[config.mk]
export PLATFORM = sky130hd
export DESIGN_NAME = wind_vane_heading_calibrator_top
export DESIGN_NICKNAME = d
export VERILOG_FILES = /design/src/sv/wvhc_pkg.sv /design/src/sv/wvhc_ctrl.sv /design/src/sv/wvhc_dp.sv /design/src/sv/wind_vane_heading_calibrator_top.sv
export VERILOG_INCLUDE_DIRS = /design/src /design/src/sv
export SDC_FILE = /design/constraint.sdc
export NUM_CORES = 1
export LEC_CHECK = 0
export ABC_AREA = 0
export CAP_MARGIN = 20
export CORE_MARGIN = 2
export CORE_UTILIZATION = 50
export CTS_CLUSTER_DIAMETER = 40
export DETAILED_ROUTE_END_ITERATION = 8
export DONT_BUFFER_PORTS = 1
export GPL_ROUTABILITY_DRIVEN = 0
export HOLD_SLACK_MARGIN = 0.02
export SYNTH_ARGS = -nofsm -noshare
export SYNTH_HDL_FRONTEND = slang
export SYNTH_SLANG_ARGS = --single-unit
[constraint.sdc]
create_clock -name clk -period 7 [get_ports clk]
set_input_delay 0 -clock clk [delete_from_list [all_inputs] [get_ports clk]]
set_output_delay 0 -clock clk [all_outputs]
set_load 0.005 [all_outputs]
[src/sv/wind_vane_heading_calibrator_top_macros.svh]
// Assertion macros shared by the calibrator RTL.
// Depends on clk and arst_n being visible where a macro is used.
`ifndef WIND_VANE_HEADING_CALIBRATOR_TOP_MACROS_SVH
`define WIND_VANE_HEADING_CALIBRATOR_TOP_MACROS_SVH

// same-cycle implication, checked outside reset
`define WVHC_ASSERT_IMPL(label, ante, cons) \
	label: assert property (@(posedge clk) disable iff (!arst_n) (ante) |-> (cons)) \
		else $error("wvhc assertion failed");

// next-cycle implication, checked outside reset
`define WVHC_ASSERT_NEXT(label, ante, cons) \
	label: assert property (@(posedge clk) disable iff (!arst_n) (ante) |=> (cons)) \
		else $error("wvhc assertion failed");

`endif

[src/sv/wvhc_pkg.sv]
// Shared constants, widths and the controller command type of the calibrator.
// No dependencies.
package wvhc_pkg;

	localparam int SAMPLE_COUNT = 16;
	localparam int FAULT_LIMIT  = 10;

	localparam int ANGLE_W = 10;
	localparam int DEG_W   = 9;
	localparam int FAULT_W = 8;
	localparam int CNT_W   = $clog2(SAMPLE_COUNT + 1);
	localparam int PROD_W  = ANGLE_W + DEG_W;

	localparam int DEG_TURN = 360;
	localparam int DEG_FLIP = 180;

	// middle window of the sorted samples
	localparam int MID_N  = ((SAMPLE_COUNT % 2) == 0) ? 4 : 3;
	localparam int MID_LO = ((SAMPLE_COUNT % 2) == 0) ? (SAMPLE_COUNT / 2 - 2)
		: (SAMPLE_COUNT / 2 - 1);
	localparam int SUM_W  = ANGLE_W + 2;

	// divide by four is a shift; divide by three is a reciprocal multiply
	localparam int MID_SH   = 2;
	localparam int DIV3_SH  = 14;
	localparam int DIV3_MUL = 5462;

	typedef struct packed {
		logic accept;
		logic calc;
		logic head;
		logic load;
	} wvhc_cmd_t;

endpackage

[src/sv/wvhc_ctrl.sv]
// Sequencer of the calibrator: accept, compute, finish, hand off the result.
// Depends on wvhc_pkg.
module wvhc_ctrl (
	input  logic              clk,
	input  logic              arst_n,
	input  logic              in_valid,
	output logic              in_stall,
	output logic              out_valid,
	input  logic              out_stall,
	output wvhc_pkg::wvhc_cmd_t cmd
);
	import wvhc_pkg::*;

	typedef enum logic [1:0] {
		S_IDLE,
		S_CALC,
		S_HEAD,
		S_LOAD
	} state_t;

	state_t state_q;
	logic   out_valid_q;

	assign in_stall  = (state_q != S_IDLE);
	assign out_valid = out_valid_q;

	always_comb begin
		cmd.accept = (state_q == S_IDLE) && in_valid;
		cmd.calc   = (state_q == S_CALC);
		cmd.head   = (state_q == S_HEAD);
		cmd.load   = (state_q == S_LOAD) && (!out_valid_q || !out_stall);
	end

	always_ff @(posedge clk or negedge arst_n) begin
		if (!arst_n) begin
			state_q     <= S_IDLE;
			out_valid_q <= 1'b0;
		end else begin
			unique case (state_q)
				S_IDLE: if (cmd.accept) state_q <= S_CALC;
				S_CALC: state_q <= S_HEAD;
				S_HEAD: state_q <= S_LOAD;
				S_LOAD: if (cmd.load) state_q <= S_IDLE;
				default: state_q <= S_IDLE;
			endcase
			// hold the result until taken
			if (cmd.load) out_valid_q <= 1'b1;
			else if (!out_stall) out_valid_q <= 1'b0;
		end
	end

endmodule

[src/sv/wvhc_dp.sv]
// Datapath: fault tracking, sorted sample row, heading math and result register.
// Depends on wvhc_pkg; driven by wvhc_ctrl commands.
module wvhc_dp (
	input  logic                          clk,
	input  logic                          arst_n,
	input  wvhc_pkg::wvhc_cmd_t           cmd,
	input  logic                          cfg_we,
	input  logic [wvhc_pkg::ANGLE_W-1:0]  cfg_wdata,
	input  logic                          action,
	input  logic [wvhc_pkg::ANGLE_W-1:0]  raw_angle,
	input  logic                          reading_valid,
	input  logic [wvhc_pkg::DEG_W-1:0]    compass_heading,
	output logic [wvhc_pkg::DEG_W-1:0]    heading,
	output logic                          heading_valid,
	output logic [wvhc_pkg::DEG_W-1:0]    absolute_heading,
	output logic                          sensor_online,
	output logic [wvhc_pkg::ANGLE_W-1:0]  zero_in_use,
	output logic                          calibration_done
);
	import wvhc_pkg::*;

	// captured request
	logic               action_q;
	logic [ANGLE_W-1:0] raw_q;
	logic               valid_q;
	logic [DEG_W-1:0]   compass_q;

	// persistent state
	logic [ANGLE_W-1:0] boot_zero_q;
	logic [ANGLE_W-1:0] cal_zero_q;
	logic               has_cal_q;
	logic [FAULT_W-1:0] fault_q;
	logic               online_q;
	logic [CNT_W-1:0]   cnt_q;
	logic               done_q;
	logic [ANGLE_W-1:0] row_q [SAMPLE_COUNT];

	// work registers
	logic [PROD_W-1:0]  prod_s1;
	logic [SUM_W-1:0]   sum_s1;
	logic [DEG_W-1:0]   head_s2;

	logic [ANGLE_W-1:0] cur_zero;
	logic               hv;
	logic [SAMPLE_COUNT-1:0] le;
	logic [ANGLE_W-1:0] row_d [SAMPLE_COUNT];
	logic [ANGLE_W-1:0] diff;
	logic [SUM_W-1:0]   mid_sum;
	logic [SUM_W+DIV3_SH-1:0] div_prod;
	logic [ANGLE_W-1:0] mean;
	logic [DEG_W:0]     flip;
	logic [DEG_W-1:0]   head_d;
	logic [DEG_W:0]     abs_sum;
	logic [DEG_W-1:0]   abs_d;

	assign cur_zero = has_cal_q ? cal_zero_q : boot_zero_q;
	assign hv       = !action_q && valid_q;

	// insertion into the sorted row: filled cells not above the new value stay,
	// the rest shift up one place, the new value lands at the boundary
	always_comb begin
		for (int i = 0; i < SAMPLE_COUNT; i++) begin
			le[i] = (CNT_W'(i) < cnt_q) && (row_q[i] <= raw_angle);
		end
		for (int i = 0; i < SAMPLE_COUNT; i++) begin
			if (le[i]) row_d[i] = row_q[i];
			else if (i > 0 && !le[(i > 0) ? i - 1 : 0]) row_d[i] = row_q[(i > 0) ? i - 1 : 0];
			else row_d[i] = raw_angle;
		end
	end

	always_comb begin
		diff    = raw_q - cur_zero;
		mid_sum = '0;
		for (int k = 0; k < MID_N; k++) begin
			mid_sum = mid_sum + SUM_W'(row_q[MID_LO + k]);
		end
	end

	always_comb begin
		div_prod = (SUM_W + DIV3_SH)'(sum_s1) * (SUM_W + DIV3_SH)'(DIV3_MUL);
		if (MID_N == 4) mean = ANGLE_W'(sum_s1 >> MID_SH);
		else mean = ANGLE_W'(div_prod >> DIV3_SH);
	end

	always_comb begin
		flip = {1'b0, prod_s1[PROD_W-1:ANGLE_W]} + (DEG_W + 1)'(DEG_FLIP);
		if (flip >= (DEG_W + 1)'(DEG_TURN)) head_d = DEG_W'(flip - (DEG_W + 1)'(DEG_TURN));
		else head_d = DEG_W'(flip);
	end

	// heading plus compass stays below two turns plus a bit
	always_comb begin
		abs_sum = {1'b0, head_s2} + {1'b0, compass_q};
		if (abs_sum >= (DEG_W + 1)'(2 * DEG_TURN))
			abs_d = DEG_W'(abs_sum - (DEG_W + 1)'(2 * DEG_TURN));
		else if (abs_sum >= (DEG_W + 1)'(DEG_TURN))
			abs_d = DEG_W'(abs_sum - (DEG_W + 1)'(DEG_TURN));
		else abs_d = DEG_W'(abs_sum);
	end

	always_ff @(posedge clk or negedge arst_n) begin
		if (!arst_n) begin
			boot_zero_q <= '0;
			cal_zero_q  <= '0;
			has_cal_q   <= 1'b0;
			fault_q     <= '0;
			online_q    <= 1'b1;
			cnt_q       <= '0;
			done_q      <= 1'b0;
		end else begin
			if (cfg_we) boot_zero_q <= cfg_wdata;
			if (cmd.accept) begin
				if (!action) begin
					done_q <= 1'b0;
					if (fault_q > FAULT_W'(FAULT_LIMIT)) online_q <= 1'b0;
					if (!reading_valid) begin
						if (fault_q != '1) fault_q <= fault_q + 1'b1;
					end else begin
						fault_q <= '0;
					end
				end else if (cnt_q == CNT_W'(SAMPLE_COUNT - 1)) begin
					cnt_q  <= '0;
					done_q <= 1'b1;
				end else begin
					cnt_q  <= cnt_q + 1'b1;
					done_q <= 1'b0;
				end
			end
			if (cmd.head && done_q) begin
				cal_zero_q <= mean;
				has_cal_q  <= 1'b1;
			end
		end
	end

	always_ff @(posedge clk) begin
		if (cmd.accept) begin
			action_q  <= action;
			raw_q     <= raw_angle;
			valid_q   <= reading_valid;
			compass_q <= compass_heading;
			if (action) begin
				for (int i = 0; i < SAMPLE_COUNT; i++) row_q[i] <= row_d[i];
			end
		end
		if (cmd.calc) begin
			prod_s1 <= PROD_W'(diff) * PROD_W'(DEG_TURN);
			sum_s1  <= mid_sum;
		end
		if (cmd.head) head_s2 <= hv ? head_d : '0;
		if (cmd.load) begin
			heading          <= head_s2;
			heading_valid    <= hv;
			absolute_heading <= hv ? abs_d : '0;
			sensor_online    <= online_q;
			zero_in_use      <= cur_zero;
			calibration_done <= done_q;
		end
	end

endmodule

[src/sv/wind_vane_heading_calibrator_top.sv]
// Top level of the wind vane heading calibrator: controller plus datapath.
// Depends on wvhc_pkg, wvhc_ctrl, wvhc_dp and the assertion macro header.
//
//  channel | handshake            | payload
//  --------+----------------------+--------------------------------------------
//  in      | in_valid / in_stall  | action, raw_angle, reading_valid,
//          |                      | compass_heading
//  out     | out_valid/out_stall  | heading, heading_valid, absolute_heading,
//          |                      | sensor_online, zero_in_use, calibration_done
//  cfg     | cfg_we               | cfg_wdata (boot zero)
//
// Every request passes four steps in order: capture at the accepting edge,
// multiply or middle-sum, flip or mean, result load. The result is registered
// in the load step, and the next request can be taken in the cycle after the
// load, so a new request is not taken before the last one is through its load.
// Samples are kept sorted by insertion as they arrive; the middle window is read
// from fixed places. A stalled result holds in the output register, and the
// block waits in its load step only while that register is still full.
// Reset is asynchronous and needs no clearing pass.
`include "wind_vane_heading_calibrator_top_macros.svh"

module wind_vane_heading_calibrator_top (
	input  logic                          clk,
	input  logic                          arst_n,
	input  logic                          cfg_we,
	input  logic [wvhc_pkg::ANGLE_W-1:0]  cfg_wdata,
	input  logic                          in_valid,
	output logic                          in_stall,
	input  logic                          action,
	input  logic [wvhc_pkg::ANGLE_W-1:0]  raw_angle,
	input  logic                          reading_valid,
	input  logic [wvhc_pkg::DEG_W-1:0]    compass_heading,
	output logic                          out_valid,
	input  logic                          out_stall,
	output logic [wvhc_pkg::DEG_W-1:0]    heading,
	output logic                          heading_valid,
	output logic [wvhc_pkg::DEG_W-1:0]    absolute_heading,
	output logic                          sensor_online,
	output logic [wvhc_pkg::ANGLE_W-1:0]  zero_in_use,
	output logic                          calibration_done
);
	import wvhc_pkg::*;

	wvhc_cmd_t cmd;

	wvhc_ctrl u_ctrl (
		.clk       (clk),
		.arst_n    (arst_n),
		.in_valid  (in_valid),
		.in_stall  (in_stall),
		.out_valid (out_valid),
		.out_stall (out_stall),
		.cmd       (cmd)
	);

	wvhc_dp u_dp (
		.clk              (clk),
		.arst_n           (arst_n),
		.cmd              (cmd),
		.cfg_we           (cfg_we),
		.cfg_wdata        (cfg_wdata),
		.action           (action),
		.raw_angle        (raw_angle),
		.reading_valid    (reading_valid),
		.compass_heading  (compass_heading),
		.heading          (heading),
		.heading_valid    (heading_valid),
		.absolute_heading (absolute_heading),
		.sensor_online    (sensor_online),
		.zero_in_use      (zero_in_use),
		.calibration_done (calibration_done)
	);

	`WVHC_ASSERT_NEXT(a_busy_after_accept, cmd.accept, in_stall && !cmd.load)
	`WVHC_ASSERT_IMPL(a_invalid_zeroed, out_valid && !heading_valid, heading == '0 && absolute_heading == '0)
	`WVHC_ASSERT_IMPL(a_cal_no_heading, out_valid && calibration_done, !heading_valid)
	`WVHC_ASSERT_IMPL(a_deg_range, out_valid, heading < DEG_W'(DEG_TURN) && absolute_heading < DEG_W'(DEG_TURN))

endmodule

==> impl_metrics.yaml <==
worst_setup_path:
  cp_slowest_cell: "dfrtp_1"
  r2r_end: "u_dp.prod_s1[18]$_DFFE_PN_"
  crit-reg2reg-launch: "u_dp.has_cal_q$_DFFE_PN0P_"
  worst_ep_required_time_ns: 7.26
  crit_path_frequent_cell: "o21ai_0"
  reg2reg_depth: 22
  cp_top_family: "compound AO/OA/AOI/OAI gates"
  cp_data_arrival_time_ns: 6.35
  crit_buf_inv: 2
  cp_slowest_stage_delay_ns: 0.68
  cp_max_fo: 11
  cp-end-kind: "register"
  start_kind: "register"
  worst-setup-path-type: "reg -> reg"
  r2r_setup_slack_ns: 0.91
  crit_chain: "mux2_2 > ha_1 > nor2b_1 > o21ai_0 > a21boi_0 > o21ai_0 > a21boi_0 > o21ai_0 > and3_1 > a211oi_1 > ha_1 > inv_1 > fa_1 > fa_1 > inv_1 > ha_1 > and2_1 > o21ai_0 > a311oi_1 > o21a_1 > nor2_1 > xnor2_1"
detailed_routing:
  vias: 9592
  wl_per_cell_um: 19.7
  postRouteAntennaNets: 0
  drt_iter0_markers: 658
  drt_pass1_iterations: 7
  routed_wl_um: 33800
  route.detailed.drc: 0
  via_per_inst: 5.57
power:
  p_per_area_mw_per_mm2: 461
  p_total_mw: 7.57
  leakagePower_nw: 6.93
  ir_drop_mv: 0.344
timing:
  tns_ns: 0
  final-hold-violation-count: 0
  skew_ns: 0.0269
  tightest_slew_ns: 1.08
  rsz0062_at_grt: "no"
  fin_crit_ns: 6.09
  holdWs_ns: 0.0687
  slew_headroom_pct: 27.9
  fin_crit_sh_pct: 86.9
  final_max_slew_viol_count: 0
  fmax_ghz: 0.164
  finalSetupViolations: 0
die:
  top_level_ports: 69
  initial_core_util_pct: 51.0
  core_area_mm2: 0.0279
  placementRows: 61
  die_w_um: 172
  die_y_um: 172
  die_area_mm2: 0.0298
synth:
  ys_ff_latch: 219
  ys_top_cells_by_area: "edfxtp_1, ha_1, mux2_2, dfrtp_1, inv_1"
  synth_area_mm2: 0.0142
  synth-edff-count: 180
  ys.flop_type: "edfxtp_1"
  ys_types: 59
  syn_area_per_cell_um2: 11.4
  synth_top_cell_by_area: "edfxtp_1"
  yosysTopAreaCellShare_pct: 38.1
  synthCells: 1248
  ys_warn_count: 0
  async_reset_ff_share_pct: 17.8
  ys_seq_area_share_pct: 45.0
  syn_nets: 1491
global_route:
  overflow: 0
  grt_use_total_pct: 23.7
  antenna_found_initial: 1
  grt_pass1_vias: 9615
  grt_pass1_wl_um: 53200
  grt_max_degree: 39
cts:
  clk_latency_ns: 0.53
  cts_resized: 0
  clock_sinks: 219
  cts_buffer_depth: 3
  root_buffer: "clkbuf_16"
  cts_buffers: 39
  cts_tree: "done"
  postCtsHoldBufs: 46
  clk_pin_slew_ns: 0.06
  post_cts_buffers: 0
  cts_max_level: 2
layout:
  drive_above_1_share_pct: 14.0
  multi_input_area_mm2: 0.00718
  final_common_cell: "ha_1"
  fin_nets: 1555
  syn2layout_area_growth_pct: 15.6
  ff_latch_area_mm2: 0.00638
  layout_common_cells: "ha_1, edfxtp_1, inv_1, mux2_2, a21oi_1"
  postLayoutCellArea_mm2: 0.0164
  fill_cells: 2317
status:
  status: "complete, no violations"
flow_run:
  drv_cap: 0
hold_path:
  hp-class: "in -> async"
placement:
  placed_cell_area_mm2: 0.0146
  port_buffers: 0
  dp_hpwl_um: 23400
==> stage by stage <==
stage,cells,util [%],setup slack [ns]
final,1721,58.9,0.915
after detailed placement,1602,52.5,0.990
after global routing,1721,58.9,0.325
after CTS,1719,58.8,0.950
after floorplan,1248,-,1.32
after global placement,1602,52.5,1.05
==> sequential cells by signal (all words and copies together), names as in the netlist, 9 cells and up <==
| name | cells |
|---|---|
| u_dp.sum_s1 | 10 |
| u_dp.heading | 9 |
| u_dp.compass_q | 9 |
| u_dp.boot_zero_q | 10 |
| u_dp.raw_q | 10 |
| u_dp.head_s2 | 9 |
| u_dp.zero_in_use | 10 |
| u_dp.absolute_heading | 9 |
| u_dp.prod_s1 | 9 |
| u_dp.row_q | 100 |
| u_dp.cal_zero_q | 10 |
==> logic make-up (layout without fill, tap and decap cells) <==
family	after synthesis	count (layout)	share of synthesized area (%)
compound gates	242	242	10.9
xor+xnor	38	38	2.34
fa+ha+maj	207	207	19.6
buf+inv	172	266	4.56
flops	219	219	45.0
mux	112	112	8.76
other cells	0	1	0
simple gates	258	258	8.87
==> final cells by class <==
type | count | share of cell area (%)
clock buffers | 44 | 6.25
multi-input cells | 857 | 43.8
repair buffers | 53 | 3.25
inverters | 142 | 3.25
diodes | 1 | 0.0153
well taps | 378 | 2.88
clock inverters | 27 | 1.64
flip-flops and latches | 219 | 38.9
==> power breakdown <==
| part | internal, mW | switching, mW | leakage [nW] |
|---|---|---|---|
| clock network | 1.13 | 0.714 | 0.622 |
| registers | 1.93 | 0.190 | 2.15 |
| logic | 1.56 | 2.04 | 4.16 |
| total | 4.62 | 2.95 | 6.93 |
==> worst max-delay path by stage <==
| stage | startpoint | to | slack (ns) | depth (start not counted) |
|---|---|---|---|---|
| finish | u_dp.has_cal_q$_DFFE_PN0P_ | u_dp.prod_s1[18]$_DFFE_PN_ | 0.91 | 22 |
| global route | u_dp.has_cal_q$_DFFE_PN0P_ | u_dp.prod_s1[18]$_DFFE_PN_ | 0.33 | 22 |
| CTS | u_dp.has_cal_q$_DFFE_PN0P_ | u_dp.prod_s1[18]$_DFFE_PN_ | 0.95 | 22 |
| detailed placement | u_dp.has_cal_q$_DFFE_PN0P_ | u_dp.prod_s1[18]$_DFFE_PN_ | 0.99 | 22 |
| global placement | u_dp.has_cal_q$_DFFE_PN0P_ | u_dp.prod_s1[18]$_DFFE_PN_ | 1.05 | 22 |
| floorplan | u_dp.has_cal_q$_DFFE_PN0P_ | u_dp.prod_s1[18]$_DFFE_PN_ | 1.32 | 23 |
==> synthesized netlist by cell type (all sizes together) (2+ instances only) <==
cell       n
a211o      3
a211oi     4
a21boi     9
a21o      32
a21oi     71
a22oi      3
a31oi      9
and2       7
and3       8
buf        2
clkbuf    28
dfrtp     38
edfxtp   180
fa        26
ha       181
inv      142
mux2      98
mux2i     14
nand2     64
nand2b     9
nand3     24
nand4     19
nor2      61
nor2b     21
nor3      25
nor4       3
o2111ai    4
o211ai     8
o21a      11
o21ai     67
o21bai     6
o31ai      3
o41ai      4
or2        5
or3        7
or4        2
xnor2     26
xor2      12
==> metal layers <==
layer / share of wire (%) / global-route usage, % / vias up
li1: - / - / 4675
met5: 0 / 0 / -
met2: 48 / 40.3 / 251
met3: 5.3 / 3.50 / 62
met1: 44 / 31.3 / 4604
met4: 2.7 / 7.23 / 0
Note: power is estimated with default switching activity, not from simulation.
